**src/rtl/wsc_pkg.sv**
```systemverilog
// Package for the windowed statistics counters: sizes, codes and beat types.
// Used by every module of the block; depends on nothing.
package wsc_pkg;

  localparam int NUM_COUNTERS = 16;
  localparam int NUM_HIST     = 2;
  localparam int RING_SLOTS   = 4;

  localparam int CNT_W     = 4;
  localparam int HIST_W    = 1;
  localparam int SLOT_W    = $clog2(RING_SLOTS);
  localparam int ENTRIES   = RING_SLOTS * NUM_COUNTERS;
  localparam int HADDR_W   = SLOT_W + CNT_W;
  localparam int NH_W      = 2;
  localparam int CFG_IDX_W = 1;
  localparam int CFG_W     = 2;

  localparam logic [63:0] SENTINEL = {8{8'hFE}};

  localparam logic [2:0] ACT_ADD    = 3'd0;
  localparam logic [2:0] ACT_MAX    = 3'd1;
  localparam logic [2:0] ACT_MIN    = 3'd2;
  localparam logic [2:0] ACT_ROTATE = 3'd3;
  localparam logic [2:0] ACT_READ   = 3'd4;

  localparam logic [1:0] STAT_OK        = 2'd0;
  localparam logic [1:0] STAT_NOT_FOUND = 2'd1;
  localparam logic [1:0] STAT_UNINIT    = 2'd2;

  localparam logic [CFG_IDX_W-1:0] CFG_TRIP_ENABLE   = 1'd0;
  localparam logic [CFG_IDX_W-1:0] CFG_HISTORY_COUNT = 1'd1;

  typedef struct packed {
    logic [2:0]        action;
    logic [CNT_W-1:0]  counter_index;
    logic [63:0]       sample_value;
    logic [HIST_W-1:0] history_index;
  } in_t;

  typedef struct packed {
    logic [63:0] read_value;
    logic [1:0]  status;
  } out_t;

  typedef enum logic {
    FSM_IDLE,
    FSM_EXEC
  } fsm_t;

endpackage

```
**src/rtl/wsc_update.sv**
```systemverilog
// Update unit for one counter copy: add, max or min, with sentinel takeover.
// Depends on wsc_pkg for the action codes and the sentinel pattern.
module wsc_update import wsc_pkg::*; (
  input  logic [2:0]  op,
  input  logic        old_vld,
  input  logic [63:0] old_data,
  input  logic [63:0] sample,
  output logic [63:0] new_data
);

  logic [63:0] old_val;

  always_comb begin
    old_val = old_vld ? old_data : SENTINEL;
    if (old_val == SENTINEL) begin
      new_data = sample;
    end else begin
      case (op)
        ACT_ADD: new_data = old_val + sample;
        ACT_MAX: new_data = (old_val > sample) ? old_val : sample;
        default: new_data = (old_val < sample) ? old_val : sample;
      endcase
    end
  end

endmodule

```
**config.mk**
```make
export PLATFORM = sky130hd
export DESIGN_NAME = wsc_update
export DESIGN_NICKNAME = d
export VERILOG_FILES = /design/src/rtl/wsc_pkg.sv /design/src/rtl/wsc_update.sv
export SDC_FILE = /design/constraint.sdc
export NUM_CORES = 1
export LEC_CHECK = 0
export BUFFER_PORTS_ARGS = -buffer_cell sky130_fd_sc_hd__buf_2
export CAP_MARGIN = 25
export CORE_ASPECT_RATIO = 1.75
export CORE_MARGIN = 5
export CORE_UTILIZATION = 24
export DETAILED_ROUTE_END_ITERATION = 6
export PLACE_DENSITY = 0.41
export SYNTH_ARGS = -nofsm -noshare
export SYNTH_HDL_FRONTEND = slang
export SYNTH_SLANG_ARGS = --single-unit
```
**constraint.sdc**
```tcl
create_clock -name vclk -period 5.05
set_input_delay 0 -clock vclk [all_inputs]
set_output_delay 0 -clock vclk [all_outputs]
set_load 0.01 [all_outputs]
```
==> flow_metrics.py, run 1 <==
metrics = {
    "grt": {
        "antenna_found_initial": 1,
        "grtUsageMet2_pct": 40.4,
        "grt_pass1_vias": 9895,
        "grt_first_pass_wirelength_um": 57200,
        "busiest_layer": "met2",
        "met3_usage_pct": 2.01,
        "use_met1_pct": 20.9,
        "track_usage_pct": 20.1,
        "gr-total-overflow": 0,
        "grt_max_degree": 39,
    },
    "detailed_routing": {
        "wire_per_inst_um": 22.1,
        "drt_iter0_drc": 476,
        "routed_via_density": 5.44,
        "ant_nets": 0,
        "drc": 0,
        "first_pass_iters": 5,
        "totalWireLength_um": 38200,
        "vias": 9384,
    },
    "setup_path": {
        "critPathKind": "primary input to output port",
        "start_kind": "primary input",
        "critPathMaxFanout": 19,
        "cpMaxStageDelayCell": "a221oi_1",
        "cpLargestDelayFamily": "compound AO/OA/AOI/OAI gates",
        "max_stage_delay_ns": 0.69,
        "worstPathArrival_ns": 4.68,
        "crit_buf_inv": 6,
        "path_depth": 19,
        "critPathRequiredTime_ns": 5.05,
        "crit_path_cell_trace": "buf_2, nand2_1, inv_1, ha_1, inv_1, fa_1, nor2_1, o311ai_0, a221oi_1, a211oi_1, o21ai_0, a21oi_1, buf_4, a311oi_1, buf_4, a21oi_1, xnor2_1, o21ai_0, buf_2",
        "cp-end-kind": "output port",
    },
    "hold_path": {
        "hold_path_depth": 4,
        "holdCritPathClass": "primary input to output port",
        "min-delay-start": "sample[23]",
        "min_to": "new_data[23]",
    },
    "timing": {
        "grt_setup_unrepaired": "no",
        "slew_headroom_pct": 46.2,
        "finalSetupViolCount": 0,
        "tns_ns": 0,
        "period_needed_ns": 4.68,
        "max_freq_mhz": 214,
        "tightest_slew_ns": 0.797,
        "drv_slew": 0,
        "whs_ns": 0.330,
        "period_share_pct": 92.6,
        "hold_violations": 0,
    },
    "die": {
        "die_width_um": 145,
        "initial_core_util_pct": 24.3,
        "die-area_mm2": 0.0357,
        "die_y_um": 246,
        "rows": 86,
        "io-pin-count": 196,
        "core_area_mm2": 0.0315,
    },
    "clock_network": {
        "cts_setup_buffers": 0,
        "ctsResizeCount": 0,
        "cts-hold-fix-buffers": 0,
    },
    "power": {
        "powerDensity_mw_per_mm2": 139,
        "p_leak_nw": 4.18,
        "ir_drop_uv": 56.0,
    },
    "yosys": {
        "synth_cell_types": 78,
        "syn-num-nets": 1428,
        "avgSynthCellArea_um2": 6.61,
        "ys_seq_area_share_pct": 0,
        "syn-cell-area_mm2": 0.00766,
        "yosys_warnings": 0,
        "syn_inst": 1159,
    },
    "layout": {
        "drive_gt1_share_pct": 18.9,
        "flops_and_latches": 0,
        "clock_buffers": 0,
        "area_growth_pct": 19.2,
        "seq_area_um2": 0,
        "fin_cells": 1724,
        "fin_nets": 1598,
    },
    "status": {
        "status": "finished clean",
    },
    "place": {
        "hpwl_um": 33100,
        "placedCellCount": 1722,
        "portBuffers": 196,
        "gp_congestion": 0.964,
    },
    "run": {
        "max_cap_viol_count": 0,
    },
}
## per-stage QoR
stage	setup slack, ns	utilization (%)	total power [mW]	instance area, µm²
6_report	0.374	29.0	1.27	9140
5_1_grt	0.109	29.0	1.39	9130
4_1_cts	0.371	28.9	1.27	9110
3_5_place_dp	0.385	28.9	1.27	9110
3_3_place_gp	0.441	28.9	1.27	9110
2_1_floorplan	1.44	-	0.791	7660
## cells in the mapped netlist, drive strengths merged (6+ instances only)
| cell type | instances | area, µm² |
|---|---|---|
| ha | 136 | 1700 |
| inv | 130 | 488 |
| nor2 | 94 | 353 |
| a21oi | 89 | 445 |
| o21ai | 83 | 419 |
| nand2 | 64 | 240 |
| nand2b | 63 | 394 |
| xnor2 | 49 | 429 |
| a22oi | 42 | 315 |
| clkbuf | 36 | 135 |
| nor3 | 33 | 165 |
| nor2b | 26 | 163 |
| o31ai | 23 | 173 |
| nand3 | 21 | 105 |
| nand4 | 21 | 131 |
| o21bai | 20 | 150 |
| buf | 17 | 100 |
| o211ai | 17 | 128 |
| a211oi | 14 | 105 |
| nor4 | 13 | 81.3 |
| or3 | 12 | 75.1 |
| a221o | 10 | 100 |
| a221oi | 9 | 91.3 |
| and2 | 9 | 58.8 |
| or2 | 9 | 56.3 |
| a31oi | 8 | 50.1 |
| nand4b | 8 | 85.1 |
| o21a | 8 | 60.1 |
| or4 | 7 | 56.3 |
| a21o | 6 | 45.0 |
| a311oi | 6 | 52.6 |
## metal layers
layer  part of all wire, %  vias to the layer above
met5                     0                        -
met4                   4.9                        0
met1                    37                     4452
met2                    54                      324
li1                      -                     4527
met3                   4.4                       81
## cell usage in the layout, fill, tap and decap left out, types with 5 or more instances in the layout
cell type / Yosys / layout
and3_1: 5 / 5
nor4_1: 13 / 13
nor2b_1: 26 / 26
o211ai_1: 17 / 17
a31oi_1: 8 / 8
a221oi_1: 7 / 7
a221o_1: 10 / 10
nand3_1: 21 / 21
a21oi_1: 89 / 88
nor2_1: 94 / 93
nand2b_1: 63 / 63
nand4_1: 21 / 21
or3_1: 12 / 12
o31ai_1: 23 / 23
nand4b_1: 7 / 7
a22oi_1: 42 / 42
nor3_1: 33 / 33
buf_4: 1 / 23
xnor2_1: 49 / 49
nand2_1: 64 / 64
o21ai_1: 5 / 5
buf_2: 14 / 196
o21a_1: 8 / 8
and2_1: 8 / 8
a211oi_1: 14 / 14
o21ai_0: 77 / 77
inv_1: 130 / 130
ha_1: 136 / 136
a311oi_1: 6 / 6
or4_1: 6 / 6
or2_2: 8 / 8
o21bai_1: 20 / 19
a21o_1: 6 / 6
mux2i_1: 5 / 5
## cells by family after synthesis
group                    share of synthesized area (%)
multiplexers                                      1.09
AND/OR/NAND/NOR                                   27.9
XOR/XNOR                                          6.06
AO/OA/AOI/OAI                                     33.0
adder cells (fa/ha/maj)                           22.5
buffers and inverters                             9.44
## how the worst max path moves through the flow
stage	start	to	slack, ns
6_report	old_vld	new_data[52]	0.37
5_1_grt	old_vld	new_data[52]	0.11
4_1_cts	old_vld	new_data[52]	0.37
3_5_place_dp	old_vld	new_data[52]	0.39
3_3_place_gp	old_vld	new_data[52]	0.44
2_1_floorplan	old_vld	new_data[30]	1.44
## cell type report
| type | instances | area (µm²) |
|---|---|---|
| Multi-Input combinational cell | 976 | 6960 |
| Antenna cell | 1 | 2.50 |
| Inverter | 130 | 488 |
| Fill cell | 3628 | 22400 |
| Tap cell | 396 | 495 |
| Timing Repair Buffer | 221 | 1190 |
## where the power goes
part	switching (mW)	internal (mW)	total, mW
clock network	0	0.0000000265	0.0000000265
logic	0.781	0.490	1.27
registers	0	0	0
No activity file was read; power rests on OpenSTA's default activity.
==> run 2, diff against run 1 <==
--- a/config.mk
+++ b/config.mk
@@ -11,7 +11,9 @@
 export CORE_MARGIN = 5
 export CORE_UTILIZATION = 24
 export DETAILED_ROUTE_END_ITERATION = 6
+export GPL_ROUTABILITY_DRIVEN = 1
 export PLACE_DENSITY = 0.41
+export SETUP_SLACK_MARGIN = 0.5
 export SYNTH_ARGS = -nofsm -noshare
 export SYNTH_HDL_FRONTEND = slang
 export SYNTH_SLANG_ARGS = --single-unit
==> flow_metrics.py, run 2 (synthesis results as in run 1) <==
metrics = {
    "status": {
        "status": "finished clean",
    },
    "grt": {
        "grt_max_degree": 39,
        "antenna_found_initial": 1,
        "gr-total-overflow": 0,
        "grt_pass1_vias": 9888,
        "grt_first_pass_wirelength_um": 57200,
        "track_usage_pct": 20.1,
    },
    "timing": {
        "max_freq_mhz": 231,
        "tightest_slew_ns": 0.781,
        "hold_violations": 0,
        "tns_ns": 0,
        "finalSetupViolCount": 0,
        "drv_slew": 0,
        "period_share_pct": 85.6,
        "grt_setup_unrepaired": "no",
        "period_needed_ns": 4.32,
        "whs_ns": 0.331,
        "slew_headroom_pct": 47.2,
    },
    "setup_path": {
        "cpMaxStageDelayCell": "or4_4",
        "worstPathArrival_ns": 4.32,
        "critPathKind": "primary input to output port",
        "max_stage_delay_ns": 0.58,
        "critPathMaxFanout": 38,
        "cp-end-kind": "output port",
        "cp_common_cell": "buf_4",
        "critPathRequiredTime_ns": 5.05,
        "start_kind": "primary input",
        "crit_path_cell_trace": "clkbuf_4, buf_12, buf_4, nand2b_1, ha_2, nand4_1, or4_4, nor3b_2, and4_1, a21boi_2, o21a_1, buf_4, a22o_4, and2_4, buf_4, a22oi_1, o21ai_0, buf_2",
    },
    "layout": {
        "fin_util_pct": 29.0,
        "clock_buffers": 0,
        "flops_and_latches": 0,
        "fin_area_mm2": 0.00915,
        "seq_area_um2": 0,
        "final_common_cell": "buf_2",
        "area_growth_pct": 19.4,
        "drive_gt1_share_pct": 19.1,
        "final_cell_mix": "195 x buf_2, 135 x ha_1, 130 x inv_1",
        "fillers": 3629,
        "fin_nets": 1598,
    },
    "power": {
        "ir_drop_uv": 55.6,
        "p_leak_nw": 4.18,
        "fin_total_pwr_mw": 1.27,
        "powerDensity_mw_per_mm2": 139,
    },
    "die": {
        "rows": 86,
        "core_area_mm2": 0.0315,
        "io-pin-count": 196,
        "die_width_um": 145,
        "die-area_mm2": 0.0357,
        "die_y_um": 246,
        "initial_core_util_pct": 24.3,
    },
    "place": {
        "place_area_mm2": 0.00911,
        "gp_congestion": 0.964,
        "portBuffers": 196,
        "hpwl_um": 33100,
    },
    "clock_network": {
        "cts-hold-fix-buffers": 0,
        "cts_setup_buffers": 0,
        "ctsResizeCount": 1,
    },
    "detailed_routing": {
        "drc": 0,
        "vias": 9358,
        "wire_per_inst_um": 22.2,
        "totalWireLength_um": 38200,
        "routed_via_density": 5.43,
        "ant_nets": 0,
        "drt_iter0_drc": 509,
        "first_pass_iters": 5,
    },
    "hold_path": {
        "hold_path_depth": 4,
        "min-delay-start": "sample[23]",
        "holdCritPathClass": "primary input to output port",
        "min_to": "new_data[23]",
    },
    "run": {
        "max_cap_viol_count": 0,
    },
}
## run 2: cell count changes in the layout (fill, tap and decap cells not counted), sizes merged
cell and change:
clkbuf +1, buf -1
## run 2: critical path, delay by kind of cell
family                   cells  cell delay, ns
AO/OA/AOI/OAI                5            0.79
adder cells (fa/ha/maj)      1            0.46
buffers and inverters        6            1.37
AND/OR/NAND/NOR              6            1.67
## run 2: power by group
group | total [mW] | internal (mW) | leakage (nW) | switching, mW
sequential | 0 | 0 | 0 | 0
clock | 0.0000000265 | 0.0000000265 | 0.00000634 | 0
combinational | 1.27 | 0.491 | 4.18 | 0.782
total | 1.27 | 0.491 | 4.18 | 0.782
## run 2: cell type report
class	count	area, µm²	area share [%]
repair buffers	221	1200	13.1
well taps	396	495	5.42
multi-input cells	976	6960	76.1
diodes	1	2.50	0.0274
inverters	130	488	5.34
## run 2: how the worst max path moves through the flow
stage / startpoint / endpoint / slack (ns)
after floorplan: old_vld / new_data[30] / 1.44
after global routing: old_vld / new_data[43] / 0.50
after CTS: old_vld / new_data[16] / 0.46
final: old_vld / new_data[18] / 0.73
after global placement: old_vld / new_data[52] / 0.44
after detailed placement: old_vld / new_data[52] / 0.39
## run 2: per-stage QoR
| stage | cells | setup WS, ns |
|---|---|---|
| 3_5_place_dp | 1722 | 0.385 |
| 3_3_place_gp | 1722 | 0.441 |
| 6_report | 1724 | 0.726 |
| 4_1_cts | 1722 | 0.455 |
| 2_1_floorplan | 1159 | 1.44 |
| 5_1_grt | 1723 | 0.501 |
## run 2: per-layer routing
metal	track usage (%)	wire length, µm	vias up
met5	0	0	-
met4	7.88	1860	0
li1	-	-	4528
met1	20.9	14100	4430
met2	40.4	20600	320
met3	1.97	1670	80
